File: src/rtl/dqvr_pkg.sv
`default_nettype none

package dqvr_pkg;

    localparam int CAPACITY = 16;
    localparam int ADDR_W   = (CAPACITY > 1) ? $clog2(CAPACITY) : 1;
    localparam int CNT_W    = $clog2(CAPACITY + 1);
    localparam int DATA_W   = 32;
    localparam int MODE_W   = 3;
    localparam int STATUS_W = 2;
    localparam int OUT_RAW_W = STATUS_W + DATA_W + DATA_W + CNT_W + 1;
    localparam int OUT_W     = ((OUT_RAW_W + 7) / 8) * 8;

    typedef enum logic [MODE_W-1:0] {
        MODE_PUSH_FRONT  = 3'd0,
        MODE_PUSH_BACK   = 3'd1,
        MODE_POP_FRONT   = 3'd2,
        MODE_POP_BACK    = 3'd3,
        MODE_REMOVE_FIRST = 3'd4,
        MODE_REMOVE_ALL  = 3'd5,
        MODE_EXISTS      = 3'd6,
        MODE_CLEAR       = 3'd7
    } mode_t;

    typedef enum logic [STATUS_W-1:0] {
        ST_OK      = 2'd0,
        ST_EMPTY   = 2'd1,
        ST_MISSING = 2'd2,
        ST_FULL    = 2'd3
    } status_t;

    typedef enum logic [2:0] {
        S_IDLE,
        S_SCAN,
        S_APPLY,
        S_RD_FRONT,
        S_RD_BACK,
        S_DONE
    } state_t;

    typedef struct packed {
        logic start;
        logic scan_rd;
        logic apply;
        logic rd_front;
        logic rd_back;
        logic load_out;
    } cmd_t;

    typedef struct packed {
        logic scan_end;
        logic out_free;
    } stat_t;

    // logical position -> physical RAM address, circular from head
    function automatic logic [ADDR_W-1:0] phys_addr(input logic [ADDR_W-1:0] head,
                                                    input logic [CNT_W-1:0] idx);
        logic [CNT_W:0] sum;
        sum = (CNT_W+1)'(head) + (CNT_W+1)'(idx);
        if (sum >= (CNT_W+1)'(CAPACITY)) begin
            sum = sum - (CNT_W+1)'(CAPACITY);
        end
        return sum[ADDR_W-1:0];
    endfunction

endpackage

`default_nettype wire

File: src/rtl/dqvr_ram.sv
`default_nettype none

module dqvr_ram #(
    parameter int WIDTH = 32,
    parameter int DEPTH = 16
) (
    input  wire logic                     aclk,
    input  wire logic                     we,
    input  wire logic [$clog2(DEPTH)-1:0] waddr,
    input  wire logic [WIDTH-1:0]         wdata,
    input  wire logic                     rd_en,
    input  wire logic [$clog2(DEPTH)-1:0] raddr,
    output logic      [WIDTH-1:0]         rdata
);

    logic [WIDTH-1:0] mem [DEPTH];

    always_ff @(posedge aclk) begin
        if (we) begin
            mem[waddr] <= wdata;
        end
        if (rd_en) begin
            rdata <= mem[raddr];
        end
    end

endmodule

`default_nettype wire

File: src/rtl/dqvr_ctrl.sv
`default_nettype none

module dqvr_ctrl (
    input  wire logic           aclk,
    input  wire logic           aresetn,
    input  wire logic           s_tvalid,
    output logic                s_tready,
    input  wire dqvr_pkg::stat_t stat,
    output dqvr_pkg::cmd_t      cmd
);

    dqvr_pkg::state_t state_reg, state_next;

    always_ff @(posedge aclk) begin
        if (!aresetn) begin
            state_reg <= dqvr_pkg::S_IDLE;
        end else begin
            state_reg <= state_next;
        end
    end

    always_comb begin
        state_next = state_reg;
        cmd        = '0;
        s_tready   = 1'b0;
        unique case (state_reg)
            dqvr_pkg::S_IDLE: begin
                s_tready = 1'b1;
                if (s_tvalid) begin
                    cmd.start  = 1'b1;
                    state_next = dqvr_pkg::S_SCAN;
                end
            end
            dqvr_pkg::S_SCAN: begin
                // last compare completes in the cycle scan_end is seen
                if (stat.scan_end) begin
                    state_next = dqvr_pkg::S_APPLY;
                end else begin
                    cmd.scan_rd = 1'b1;
                end
            end
            dqvr_pkg::S_APPLY: begin
                cmd.apply  = 1'b1;
                state_next = dqvr_pkg::S_RD_FRONT;
            end
            dqvr_pkg::S_RD_FRONT: begin
                cmd.rd_front = 1'b1;
                state_next   = dqvr_pkg::S_RD_BACK;
            end
            dqvr_pkg::S_RD_BACK: begin
                cmd.rd_back = 1'b1;
                state_next  = dqvr_pkg::S_DONE;
            end
            dqvr_pkg::S_DONE: begin
                if (stat.out_free) begin
                    cmd.load_out = 1'b1;
                    state_next   = dqvr_pkg::S_IDLE;
                end
            end
            default: begin
                state_next = dqvr_pkg::S_IDLE;
            end
        endcase
    end

endmodule

`default_nettype wire

File: src/rtl/dqvr_datapath.sv
`default_nettype none

module dqvr_datapath (
    input  wire logic                          aclk,
    input  wire logic                          aresetn,
    input  wire dqvr_pkg::cmd_t                cmd,
    output dqvr_pkg::stat_t                    stat,
    input  wire logic [dqvr_pkg::MODE_W-1:0]   in_mode,
    input  wire logic [dqvr_pkg::DATA_W-1:0]   in_value,
    output logic                               m_tvalid,
    input  wire logic                          m_tready,
    output logic      [dqvr_pkg::OUT_W-1:0]    m_tdata
);

    localparam int AW = dqvr_pkg::ADDR_W;
    localparam int CW = dqvr_pkg::CNT_W;
    localparam int DW = dqvr_pkg::DATA_W;

    logic [AW-1:0]     head_reg, head_next;
    logic [CW-1:0]     count_reg, count_next;
    dqvr_pkg::mode_t   mode_reg;
    logic [DW-1:0]     value_reg;
    logic [CW-1:0]     rd_idx_reg, rd_idx_next;
    logic [CW-1:0]     wr_idx_reg, wr_idx_next;
    logic              found_reg, found_next;
    logic              removed_reg, removed_next;
    logic              pend_reg;
    dqvr_pkg::status_t status_reg, status_next;
    logic [DW-1:0]     front_reg;
    logic              out_valid_reg, out_valid_next;
    logic [dqvr_pkg::OUT_W-1:0] out_data_reg;

    logic          ram_we;
    logic [AW-1:0] ram_waddr;
    logic [DW-1:0] ram_wdata;
    logic          ram_rd_en;
    logic [AW-1:0] ram_raddr;
    logic [DW-1:0] ram_rdata;

    logic          is_remove;
    logic          match;
    logic          drop;
    logic          empty;
    logic          full;
    logic [AW-1:0] head_dec;
    logic [AW-1:0] head_inc;
    logic [DW-1:0] front_out;
    logic [DW-1:0] back_out;

    dqvr_ram #(
        .WIDTH(DW),
        .DEPTH(dqvr_pkg::CAPACITY)
    ) u_entries (
        .aclk  (aclk),
        .we    (ram_we),
        .waddr (ram_waddr),
        .wdata (ram_wdata),
        .rd_en (ram_rd_en),
        .raddr (ram_raddr),
        .rdata (ram_rdata)
    );

    assign is_remove = (mode_reg == dqvr_pkg::MODE_REMOVE_FIRST) ||
                       (mode_reg == dqvr_pkg::MODE_REMOVE_ALL);
    assign match     = (ram_rdata == value_reg);
    assign drop      = pend_reg && match && is_remove &&
                       ((mode_reg == dqvr_pkg::MODE_REMOVE_ALL) || !removed_reg);
    assign empty     = (count_reg == '0);
    assign full      = (count_reg == CW'(dqvr_pkg::CAPACITY));
    assign head_dec  = (head_reg == '0) ? AW'(dqvr_pkg::CAPACITY - 1) : head_reg - 1'b1;
    assign head_inc  = (head_reg == AW'(dqvr_pkg::CAPACITY - 1)) ? '0 : head_reg + 1'b1;

    assign stat.scan_end = (rd_idx_reg == count_reg);
    assign stat.out_free = !out_valid_reg || m_tready;

    // RAM ports
    always_comb begin
        ram_we    = 1'b0;
        ram_waddr = dqvr_pkg::phys_addr(head_reg, wr_idx_reg);
        ram_wdata = ram_rdata;
        ram_rd_en = 1'b0;
        ram_raddr = dqvr_pkg::phys_addr(head_reg, rd_idx_reg);
        // compaction: survivors move down to the write index
        if (pend_reg && is_remove && !drop) begin
            ram_we = 1'b1;
        end
        if (cmd.apply && !full) begin
            if (mode_reg == dqvr_pkg::MODE_PUSH_FRONT) begin
                ram_we    = 1'b1;
                ram_waddr = head_dec;
                ram_wdata = value_reg;
            end else if (mode_reg == dqvr_pkg::MODE_PUSH_BACK) begin
                ram_we    = 1'b1;
                ram_waddr = dqvr_pkg::phys_addr(head_reg, count_reg);
                ram_wdata = value_reg;
            end
        end
        if (cmd.scan_rd) begin
            ram_rd_en = 1'b1;
        end else if (cmd.rd_front) begin
            ram_rd_en = 1'b1;
            ram_raddr = head_reg;
        end else if (cmd.rd_back) begin
            ram_rd_en = 1'b1;
            ram_raddr = dqvr_pkg::phys_addr(head_reg, count_reg - 1'b1);
        end
    end

    // item state and operation
    always_comb begin
        head_next    = head_reg;
        count_next   = count_reg;
        rd_idx_next  = rd_idx_reg;
        wr_idx_next  = wr_idx_reg;
        found_next   = found_reg;
        removed_next = removed_reg;
        status_next  = status_reg;

        if (cmd.start) begin
            rd_idx_next  = '0;
            wr_idx_next  = '0;
            found_next   = 1'b0;
            removed_next = 1'b0;
        end
        if (cmd.scan_rd) begin
            rd_idx_next = rd_idx_reg + 1'b1;
        end
        if (pend_reg) begin
            if (match) begin
                found_next = 1'b1;
            end
            if (drop) begin
                removed_next = 1'b1;
            end else begin
                wr_idx_next = wr_idx_reg + 1'b1;
            end
        end

        if (cmd.apply) begin
            status_next = dqvr_pkg::ST_OK;
            case (mode_reg) inside
                dqvr_pkg::MODE_PUSH_FRONT: begin
                    if (full) begin
                        status_next = dqvr_pkg::ST_FULL;
                    end else begin
                        head_next  = head_dec;
                        count_next = count_reg + 1'b1;
                    end
                end
                dqvr_pkg::MODE_PUSH_BACK: begin
                    if (full) begin
                        status_next = dqvr_pkg::ST_FULL;
                    end else begin
                        count_next = count_reg + 1'b1;
                    end
                end
                dqvr_pkg::MODE_POP_FRONT: begin
                    if (empty) begin
                        status_next = dqvr_pkg::ST_EMPTY;
                    end else begin
                        head_next  = head_inc;
                        count_next = count_reg - 1'b1;
                    end
                end
                dqvr_pkg::MODE_POP_BACK: begin
                    if (empty) begin
                        status_next = dqvr_pkg::ST_EMPTY;
                    end else begin
                        count_next = count_reg - 1'b1;
                    end
                end
                dqvr_pkg::MODE_REMOVE_FIRST, dqvr_pkg::MODE_REMOVE_ALL: begin
                    if (empty) begin
                        status_next = dqvr_pkg::ST_EMPTY;
                    end else if (!found_reg) begin
                        status_next = dqvr_pkg::ST_MISSING;
                    end else begin
                        count_next = wr_idx_reg;
                    end
                end
                dqvr_pkg::MODE_EXISTS: begin
                    if (empty) begin
                        status_next = dqvr_pkg::ST_EMPTY;
                    end else if (!found_reg) begin
                        status_next = dqvr_pkg::ST_MISSING;
                    end
                end
                default: begin
                    count_next = '0;
                end
            endcase
        end
    end

    assign front_out = empty ? '0 : front_reg;
    assign back_out  = empty ? '0 : ram_rdata;

    always_comb begin
        out_valid_next = out_valid_reg;
        if (m_tready) begin
            out_valid_next = 1'b0;
        end
        if (cmd.load_out) begin
            out_valid_next = 1'b1;
        end
    end

    always_ff @(posedge aclk) begin
        if (!aresetn) begin
            count_reg     <= '0;
            head_reg      <= '0;
            pend_reg      <= 1'b0;
            out_valid_reg <= 1'b0;
        end else begin
            count_reg     <= count_next;
            head_reg      <= head_next;
            pend_reg      <= cmd.scan_rd;
            out_valid_reg <= out_valid_next;
        end
    end

    always_ff @(posedge aclk) begin
        if (cmd.start) begin
            mode_reg  <= dqvr_pkg::mode_t'(in_mode);
            value_reg <= in_value;
        end
        rd_idx_reg  <= rd_idx_next;
        wr_idx_reg  <= wr_idx_next;
        found_reg   <= found_next;
        removed_reg <= removed_next;
        status_reg  <= status_next;
        // read data during the back read is the front entry
        if (cmd.rd_back) begin
            front_reg <= ram_rdata;
        end
        if (cmd.load_out) begin
            out_data_reg <= dqvr_pkg::OUT_W'({found_reg, count_reg, back_out, front_out,
                                              status_reg});
        end
    end

    assign m_tvalid = out_valid_reg;
    assign m_tdata  = out_data_reg;

endmodule

`default_nettype wire

File: src/rtl/deque_with_value_removal.sv
`default_nettype none

// channel  dir  handshake           payload
// s_       in   s_tvalid/s_tready   s_tuser = mode, s_tdata = value
// m_       out  m_tvalid/m_tready   m_tdata = status, front, back, count, found
//
// The block takes no new item until the last one is done; the time per item grows
// with N = entries held before the item (at most CAPACITY). Every item walks the
// stored entries through the single read port of the entry RAM to find a
// match and, for removals, to close gaps; then front and back are read back.
// Reset (aresetn low, synchronous) empties the store; entries need no clearing.
// The next item is taken while a result waits; the block stalls in its last
// step only until the output register is free again.
module deque_with_value_removal (
    input  wire logic                            aclk,
    input  wire logic                            aresetn,
    input  wire logic                            s_tvalid,
    output logic                                 s_tready,
    // [31:0] value
    input  wire logic [dqvr_pkg::DATA_W-1:0]     s_tdata,
    // [2:0] mode
    input  wire logic [dqvr_pkg::MODE_W-1:0]     s_tuser,
    output logic                                 m_tvalid,
    input  wire logic                            m_tready,
    // [1:0] status, [33:2] front_value, [65:34] back_value,
    // [70:66] entry_count, [71] found
    output logic      [dqvr_pkg::OUT_W-1:0]      m_tdata
);

    dqvr_pkg::cmd_t  cmd;
    dqvr_pkg::stat_t stat;

    dqvr_ctrl u_ctrl (
        .aclk     (aclk),
        .aresetn  (aresetn),
        .s_tvalid (s_tvalid),
        .s_tready (s_tready),
        .stat     (stat),
        .cmd      (cmd)
    );

    dqvr_datapath u_datapath (
        .aclk     (aclk),
        .aresetn  (aresetn),
        .cmd      (cmd),
        .stat     (stat),
        .in_mode  (s_tuser),
        .in_value (s_tdata),
        .m_tvalid (m_tvalid),
        .m_tready (m_tready),
        .m_tdata  (m_tdata)
    );

endmodule

`default_nettype wire

File: config.mk
export PLATFORM = sky130hd
export DESIGN_NAME = deque_with_value_removal
export DESIGN_NICKNAME = d
export VERILOG_FILES = /design/src/rtl/dqvr_pkg.sv /design/src/rtl/dqvr_ram.sv /design/src/rtl/dqvr_ctrl.sv /design/src/rtl/dqvr_datapath.sv /design/src/rtl/deque_with_value_removal.sv
export SDC_FILE = /design/constraint.sdc
export NUM_CORES = 1
export LEC_CHECK = 0
export BUFFER_PORTS_ARGS = -buffer_cell sky130_fd_sc_hd__buf_2
export CORE_AREA = 3 3 248 250
export DETAILED_ROUTE_END_ITERATION = 6
export DIE_AREA = 0 0 251 253
export PLACE_DENSITY = 0.69
export REMOVE_ABC_BUFFERS = 1
export SKIP_LAST_GASP = 1
export SLEW_MARGIN = 20
export SYNTH_ARGS = -nofsm -noshare
export SYNTH_HDL_FRONTEND = slang
export SYNTH_SLANG_ARGS = --single-unit
File: constraint.sdc
create_clock -name aclk -period 6.8 [get_ports aclk]
set_input_delay 1.36 -clock aclk [delete_from_list [all_inputs] [get_ports aclk]]
set_output_delay 1.36 -clock aclk [all_outputs]
set_load 0.03 [all_outputs]
After elaboration in Yosys (flattened, before gate mapping)
Memory sizes are Yosys's and may differ from the RTL's. A register that Yosys moved wholly into a read port is not among the register bits.
Cells that the tools add are included.
Widths: inputs -> output; s select.
{"block": "word_totals", "memories": 1, "output_inout_bits": 74, "word_cells": 158, "regBits": 167, "ramBits": 512, "inputBits": 39}
{"memory": "u_datapath.u_entries.mem", "words": 16, "width": 32, "rd": 1, "rd_ports_with_merged_regs": 1, "write_ports": 1, "line": "dqvr_ram.sv:16", "source": "logic [WIDTH-1:0] mem [DEPTH];"}
{"block": "op_classes", "reduce_logical": 24, "eq_ne": 24, "add_sub_neg": 14, "n_mux": 76, "order_cmp": 4}
{"cell": "$mux 32", "n": 3}
{"cell": "$mux 5", "n": 15}
{"cell": "$mux 4", "n": 17}
{"cell": "$eq 32x32->1", "n": 1}
{"cell": "$mux 1", "n": 28}
{"cell": "$add 4x5->6", "n": 4}
{"cell": "$ge 6x5->1 const B", "n": 4}
{"cell": "$sub 4x1->4 const B", "n": 5}
{"cell": "$mux 2", "n": 9}
{"cell": "$pmux 3 s6", "n": 1}
{"cell": "$add 5x1->5 const B", "n": 3}
{"cell": "$eq 3x3->1 const B", "n": 5}
{"cell": "$eq 3x2->1 const B", "n": 4}
{"cell": "$ne 2x2->1 const B", "n": 5}
{"cell": "$mux 3", "n": 3}
{"cell": "$eq 3x1->1 const B", "n": 2}
{"cell": "$logic_and 1x1->1", "n": 6}
{"cell": "$logic_not 3->1", "n": 2}
{"cell": "$ne 6x1->1 const B", "n": 1}
{"cell": "$ne 6x2->1 const B", "n": 1}
{"cell": "$ne 6x6->1 const B", "n": 1}
{"cell": "$reduce_bool 2->1", "n": 3}
{"cell": "$eq 5x5->1", "n": 1}
{"cell": "$eq 5x5->1 const B", "n": 1}
{"cell": "other kinds (12)", "n": 17}

Longest topological paths before layout
Gate-level depths: netlist of run 1.
{"block": "depth", "word_depth": 12, "ltp_mapped": 14, "mapped_depth_nobuf": 11}

Cells and area by module
A second synthesis of run 1 with hierarchy kept.
{"block": "hier_totals", "cells_unflattened": 1410, "hier_area_um2": 28028.1}
{"mod": "dqvr_ram", "seq_area_each_um2": 16335.7, "cells_each": 838, "area_each_um2": 20155.6, "n_inst": 1}
{"mod": "dqvr_datapath", "seq_area_each_um2": 4744.6, "cells_each": 547, "area_each_um2": 7676.1, "n_inst": 1}
{"mod": "dqvr_ctrl", "seq_area_each_um2": 60.1, "cells_each": 25, "area_each_um2": 196.4, "n_inst": 1}

Least setup slack after synthesis of run 1
No wires, ideal clock.
{"block": "synth_path", "path_kind": "input port to flip-flop", "start": "input port m_tready", "end": "register u_datapath.out_data_reg, in the netlist u_datapath.m_tdata[0], enable pin", "arrival_time_ps": 6455, "path_stages": 3, "path_slack_ps": -246, "path_buffers": 0, "required_time_ps": 6209, "setup_ps": 591, "cell_sequence": "nand2b_1 nand2_1 nor3_1"}
{"item": "from (decl)", "line": "deque_with_value_removal.sv:24", "source": "input wire logic m_tready,"}
{"item": "to (signal assigned)", "line": "dqvr_datapath.sv:237", "source": "out_data_reg <= dqvr_pkg::OUT_W'({found_reg, count_reg, back_out, front_out,"}
{"item": "to (decl)", "line": "dqvr_datapath.sv:31", "source": "logic [dqvr_pkg::OUT_W-1:0] out_data_reg;"}

Final worst setup path of run 1
{"block": "layout_path", "start": "register u_datapath.count_reg[1]", "end": "memory u_datapath.u_entries.mem[10][22], enable pin"}
{"block": "layout_between", "elab_chain_len": 6, "elab_cells_between_ends": 13, "classes_between": "2 x add/sub; 1 x order compare; 1 x eq/ne; 7 x mux; 2 x reduce/logical"}
{"item": "from (decl)", "line": "dqvr_datapath.sv:20", "source": "logic [CW-1:0] count_reg, count_next;"}
{"item": "from (signal assigned)", "line": "dqvr_datapath.sv:215", "source": "count_reg <= count_next;"}
{"item": "$add 4x5->6 or $eq 5x5->1 (tied branches)", "line": "dqvr_pkg.sv:59, dqvr_datapath.sv:69"}
{"item": "$ge 6x5->1 (tied with other cells)", "line": "dqvr_pkg.sv:60", "source": "if (sum >= (CNT_W+1)'(CAPACITY)) begin"}
{"item": "$mux 4 or $logic_and 1x1->1 (tied branches)", "line": "dqvr_pkg.sv:60, dqvr_datapath.sv:87"}
{"item": "$mux 4 or $mux 1 (tied branches)", "line": "dqvr_datapath.sv:92, dqvr_datapath.sv:87"}
{"item": "$mux 4 or $mux 1 (tied branches)", "line": "dqvr_datapath.sv:88, dqvr_ram.sv:19"}
{"item": "$mux 4 or $mux 1 (tied branches)", "line": "dqvr_datapath.sv:87, dqvr_ram.sv:20"}
{"item": "to (decl)", "line": "dqvr_ram.sv:16"}
Parallel ways exist; a longest one is shown, timed or not.

==> results of run 1 <==
==> cell type report <==
class	instances	area, µm²
clock buffer	93	1990
multi-input combinational	1386	7750
inverter	22	87.6
tap	773	967
timing repair buffer	143	818
sequential	711	21100
fill	4712	26200
clock inverter	35	339
==> worst max-delay path, cell delays in order (launching register included) <==
cell and delay [ns]:
dfxtp_1 0.58, inv_1 0.12, ha_1 0.28, a311oi_2 0.42, nand2_2 0.54, buf_4 0.47
inv_1 0.13, a31o_2 0.13, nand2_1 0.21, nor3_2 0.89, buf_4 0.60
==> power breakdown <==
part	internal, mW	switching [mW]	total [mW]
Clock	2.26	1.63	3.90
Sequential	5.37	0.188	5.55
Combinational	0.643	1.60	2.24
==> Yosys cell counts (all sizes together), types with 5 or more instances <==
library cell / count
a21o: 6
nand3: 20
dfxtp: 21
ha: 20
nor2: 29
a21oi: 269
o21ai: 27
nor3: 25
inv: 21
clkbuf: 20
nor2b: 66
nand2: 625
xnor2: 49
buf: 104
edfxtp: 690
mux2: 5
mux2i: 130
nand4: 44
a211oi: 5
xor2: 8
nand2b: 9
==> routing by layer <==
metal | vias to the layer above | GRT usage [%]
met4 | 0 | 7.99
met5 | - | 0
li1 | 8256 | -
met3 | 146 | 4.08
met1 | 9045 | 30.9
met2 | 775 | 35.8
==> logic make-up after synthesis <==
group                      after synthesis  synth area share (%)
xor gates and xnor gates                57                  1.69
muxes                                  135                  4.59
adders and majority gates               24                  1.12
DFF                                    711                  71.4
buffers and inverters                  146                  2.92
AOI/OAI and AO/OA                      331                  6.12
and+or+nand+nor                        839                  12.1
==> stage by stage <==
| stage | instance area, µm² | power, mW | util (%) | TNS [ns] |
|---|---|---|---|---|
| floorplan | 28800 | 7.41 | - | -129.49 |
| global placement | 30800 | 7.79 | 51.9 | 0 |
| detailed placement | 30800 | 7.87 | 51.9 | 0 |
| CTS | 33100 | 11.8 | 55.9 | 0 |
| global route | 33100 | 12.2 | 55.9 | 0 |
| finish | 33100 | 11.7 | 55.9 | 0 |
==> how the worst min path moves through the flow <==
stage / end / from / slack, ns / cells past startpoint
after global routing: u_datapath.m_tdata[0]$_DFFE_PP_ / u_datapath.status_reg[0]$_DFFE_PP_ / 0.45 / 0
after floorplan: u_datapath.m_tdata[0]$_DFFE_PP_ / u_datapath.status_reg[0]$_DFFE_PP_ / 0.40 / 0
after global placement: u_datapath.removed_reg$_DFF_P_ / u_datapath.removed_reg$_DFF_P_ / 0.44 / 2
after detailed placement: u_datapath.m_tdata[0]$_DFFE_PP_ / u_datapath.status_reg[0]$_DFFE_PP_ / 0.42 / 0
final: u_datapath.m_tdata[0]$_DFFE_PP_ / u_datapath.status_reg[0]$_DFFE_PP_ / 0.43 / 0
after CTS: u_datapath.m_tdata[0]$_DFFE_PP_ / u_datapath.status_reg[0]$_DFFE_PP_ / 0.44 / 0
==> run metrics, run 1 <==
area fraction of the dominant cell type after synthesis=70.0%; DP Worst Slack=2.11 ns; Final GP Congestion=0.840; status=finished, final reports clean; max-capacitance violation count=0; Reg2Reg Depth=10; first-pass detailed-route iteration total=6; antenna violations before repair=0; Ports=113; Slew @ Worst Pin=1.10 ns; die height=253 µm; first-pass GRT wire length=107000 µm; crit path max fanout=25; post-DP HPWL=37200 µm; cell area after synthesis=29600 µm²; initial DRC count=1999; WS Path Type=reg2reg; Inst Count DP=3035; WL met2=33400 µm; routed vias=18200; Async SR Flop Fraction=0%; most frequent cells in the layout=690 x edfxtp_1, 621 x nand2_1, 269 x a21oi_1; top achievable clock speed=210 MHz; top_reg_cell synth=edfxtp_1; largest register by flop count=u_datapath.u_entries.mem; Cells after Synth=2243; worst hold path type=reg2reg; area leader, netlist=edfxtp_1; unrepaired setup endpoints after global routing=no; clock latency on the worst-skew pair=0.61 ns; total track usage=22.3%; synth top area cells=edfxtp_1 70%, nand2_1 7.9%, a21oi_1 4.5%; Min Hold Slack=0.433 ns; Port Buffer Count=112; area delta synth->final=11.8%; Power Density=353 nW/µm²; Tmin final=4.77 ns; highest routed layer=met4; Sink Count=711; sequential-to-total area share from yosys stat=71.4%; Worst Path Arrival=5.01 ns; vias in the first global route=17900; Final Non-Filler Cells=3163; Worst Setup EP=u_datapath.u_entries.mem[10][22]$_DFFE_PP_; Final setup viols=0; Max Slew Vio Count=0; YS warnings=0; Vias/cell=5.76; final hold violation count=0; Root Buffer=clkbuf_16; die footprint=63500 µm²; Post-Route M1 WL=29900 µm; Crit. Startpoint=u_datapath.count_reg[1]$_SDFFE_PN0P_; FF+latch count, synth=711; CTS Hold Bufs=0; H-tree Lvls=3; worst ir drop on vdd=0.235 mV; Setup Fix Bufs, Post-CTS=0; static leakage=11.5 nW; post_cts resized=0; GRT Residual Overflow=0; distinct cell type count after synthesis=61; met3 WL post-DR=5920 µm; Worst Slack Setup Final=2.03 ns; R2R Path End=u_datapath.u_entries.mem[10][22]$_DFFE_PP_; Worst slew margin=26.9%; Routed WL per cell=22.6 µm; max reg flops=512; Synth Area per Inst=13.2 µm²; Post-synth EDFFs=690; clock buffers created by TritonCTS=74; Reg2Reg Launch Point=u_datapath.count_reg[1]$_SDFFE_PN0P_; largest net degree at the start of global routing=127; leading cell type in the layout, fill and taps excluded=edfxtp_1; TritonCTS clock tree=yes; Critical Path Sink Type=register; Chip Width=251 µm; Max clock buf depth=3; Antenna Nets Post-Route=0; fin crit share=70.2%; Starting Density=50.0%; r2r setup slk=2.03 ns; Worst EP required=7.04 ns; Core ar.=59200 µm²; clock-pin slew on the worst setup and hold paths=0.06 ns; share of cells above drive strength 1=11.9%; # DRC=0; Antenna Cells=0; Critical Path Start Type=register; total wire length=71500 µm; Clock Skews=0.0193 ns; # rows=89; final net count=2401
Power figures use the tool's default switching activity.
==> run 2: changes to the inputs <==
==> constraint.sdc (replaced) <==
create_clock -name aclk -period 4.2 [get_ports aclk]
set_input_delay 0.84 -clock aclk [delete_from_list [all_inputs] [get_ports aclk]]
set_output_delay 0.84 -clock aclk [all_outputs]
set_load 0.03 [all_outputs]
==> run 2 against run 1 <==
  * Sequential cell count unchanged
  * Largest power group unchanged
  * Hold slack worse by 0.031 ns
  * Setup slack worse by 1.8 ns
  * Count of clock-buffer cells in the layout fell by 6
  * Die area unchanged
  * Wire length up 2.2%
  * Global-route usage up 0.49 points
  * Largest cell class unchanged
  * Final cell count increased by 0.98%
  * Sequential power up 61%
  * Via count up 0.84%
  * Critical endpoint is now u_datapath.u_entries.mem[13][16]$_DFFE_PP_
==> run metrics, run 2 (same netlist as run 1, synthesis figures left out) <==
most frequent cells in the layout=690 x edfxtp_1, 621 x nand2_1, 269 x a21oi_1 (unchanged); Reg2Reg Depth=9 (was 10); clock buffers created by TritonCTS=74 (unchanged); antenna violations before repair=0 (unchanged); # rows=89 (unchanged); first-pass GRT wire length=109000 µm (was 107000 µm); Placed Area=31100 µm² (was 30800 µm²); leading cell type in the layout, fill and taps excluded=edfxtp_1 (unchanged); Vias/cell=5.75 (was 5.76); DP Worst Slack=0.324 ns (was 2.11 ns); Worst Slack Setup Final=0.256 ns (was 2.03 ns); max reg flops=512 (unchanged); Worst Path Arrival=4.19 ns (was 5.01 ns); Clock Skews=0.0213 ns (was 0.0193 ns); total negative setup slack=0 ns (unchanged); first-pass detailed-route iteration total=6 (unchanged); fin area=33400 µm² (was 33100 µm²); routed vias=18400 (was 18200); largest register by flop count=u_datapath.u_entries.mem (unchanged); Layout Utilization=56.3% (was 55.9%); Core ar.=59200 µm² (unchanged); Critical Path Start Type=register (unchanged); post-DP HPWL=40600 µm (was 37200 µm); static leakage=11.7 nW (was 11.5 nW); Critical Path Sink Type=register (unchanged); largest net degree at the start of global routing=137 (was 127); Antenna Nets Post-Route=0 (unchanged); clock-pin slew on the worst setup and hold paths=0.06 ns (about the same); fin crit share=93.9% (was 70.2%); Worst EP required=4.45 ns (was 7.04 ns); die footprint=63500 µm² (unchanged); Inst Count DP=3064 (was 3035); total track usage=22.8% (was 22.3%); top achievable clock speed=254 MHz (was 210 MHz); status=finished, final reports clean (unchanged); Slew @ Worst Pin=1.12 ns (was 1.10 ns); Pwr Total=19.1 mW (was 11.7 mW); crit path max fanout=24 (was 25); final net count=2430 (was 2401); GRT Residual Overflow=0 (unchanged); clock latency on the worst-skew pair=0.61 ns (about the same); total wire length=73100 µm (was 71500 µm); Antenna Cells=0 (unchanged); area delta synth->final=12.8% (was 11.8%); vias in the first global route=17800 (was 17900); CTS Hold Bufs=0 (unchanged); Max Slew Vio Count=0 (unchanged); Worst slew margin=25.0% (was 26.9%); max-capacitance violation count=0 (unchanged); final hold violation count=0 (unchanged); share of cells above drive strength 1=13.0% (was 11.9%); Root Buffer=clkbuf_16 (unchanged); Max clock buf depth=3 (unchanged); H-tree Lvls=3 (unchanged); Chip Width=251 µm (unchanged); Sink Count=711 (unchanged); Ports=113 (unchanged); worst ir drop on vdd=0.340 mV (was 0.235 mV); worst hold path type=in2reg (was reg2reg); WS Path Type=reg2reg (unchanged); Min Hold Slack=0.401 ns (was 0.433 ns); Tmin final=3.94 ns (was 4.77 ns); post_cts resized=0 (unchanged); Power Density=572 nW/µm² (was 353 nW/µm²); Final Non-Filler Cells=3194 (was 3163); Setup Fix Bufs, Post-CTS=0 (unchanged); initial DRC count=1911 (was 1999); Routed WL per cell=22.9 µm (was 22.6 µm); Final setup viols=0 (unchanged); unrepaired setup endpoints after global routing=no (unchanged); Starting Density=50.0% (unchanged); TritonCTS clock tree=yes (unchanged); Worst Hold Depth=1 (was 0); die height=253 µm (unchanged); Port Buffer Count=112 (unchanged); Final GP Congestion=0.870 (was 0.840); # DRC=0 (unchanged)
run 2: cell count changes in the layout (fill, tap and decap cells not counted), moves of 2 or more:
cell / change
buf_12: +9
nand2b_4: -2
nand2b_2: +2
buf_4: +20
nand2_4: -2
clkbuf_1: -5
clkinv_1: +6
nand2_2: +2
run 2: power by group:
part	switching, mW	internal (mW)	total (mW)
sequential	0.265	8.69	8.95
clock	2.67	3.62	6.29
combinational	2.72	1.13	3.85
run 2: layer usage:
layer	wire length (µm)	global-route usage (%)	up-vias
met5	0	0	-
met4	2110	8.17	0
met3	5620	3.77	141
met2	34500	36.3	799
met1	30800	32.0	9110
li1	-	-	8325
run 2: worst max-delay path: stages, from the launching register on:
cell      delay [ns]
dfxtp_1         0.59
inv_1           0.13
ha_1            0.29
a311oi_2        0.35
nand2_2         0.18
a211oi_1        0.27
a21oi_1         0.16
nand2b_1        0.29
nor3_2          0.77
buf_4           0.53
run 2: final cells by class:
cell class | instances | area, µm²
clock inverters | 43 | 367
inverters | 22 | 87.6
fillers | 4677 | 25900
multi-input cells | 1386 | 7720
repair buffers | 172 | 1150
clock buffers | 87 | 1940
flip-flops and latches | 711 | 21100
well taps | 773 | 967
run 2: path summary, 6_finish.rpt:
| path | start | to | slack [ns] |
|---|---|---|---|
| setup / recovery | u_datapath.count_reg[1]$_SDFFE_PN0P_ | u_datapath.u_entries.mem[13][16]$_DFFE_PP_ | 0.26 |
| hold reg to reg | u_datapath.status_reg[0]$_DFFE_PP_ | u_datapath.m_tdata[0]$_DFFE_PP_ | 0.43 |
| hold / removal | s_tdata[18] | u_datapath.value_reg[18]$_DFFE_PP_ | 0.40 |
| setup reg to reg | u_datapath.count_reg[1]$_SDFFE_PN0P_ | u_datapath.u_entries.mem[13][16]$_DFFE_PP_ | 0.26 |
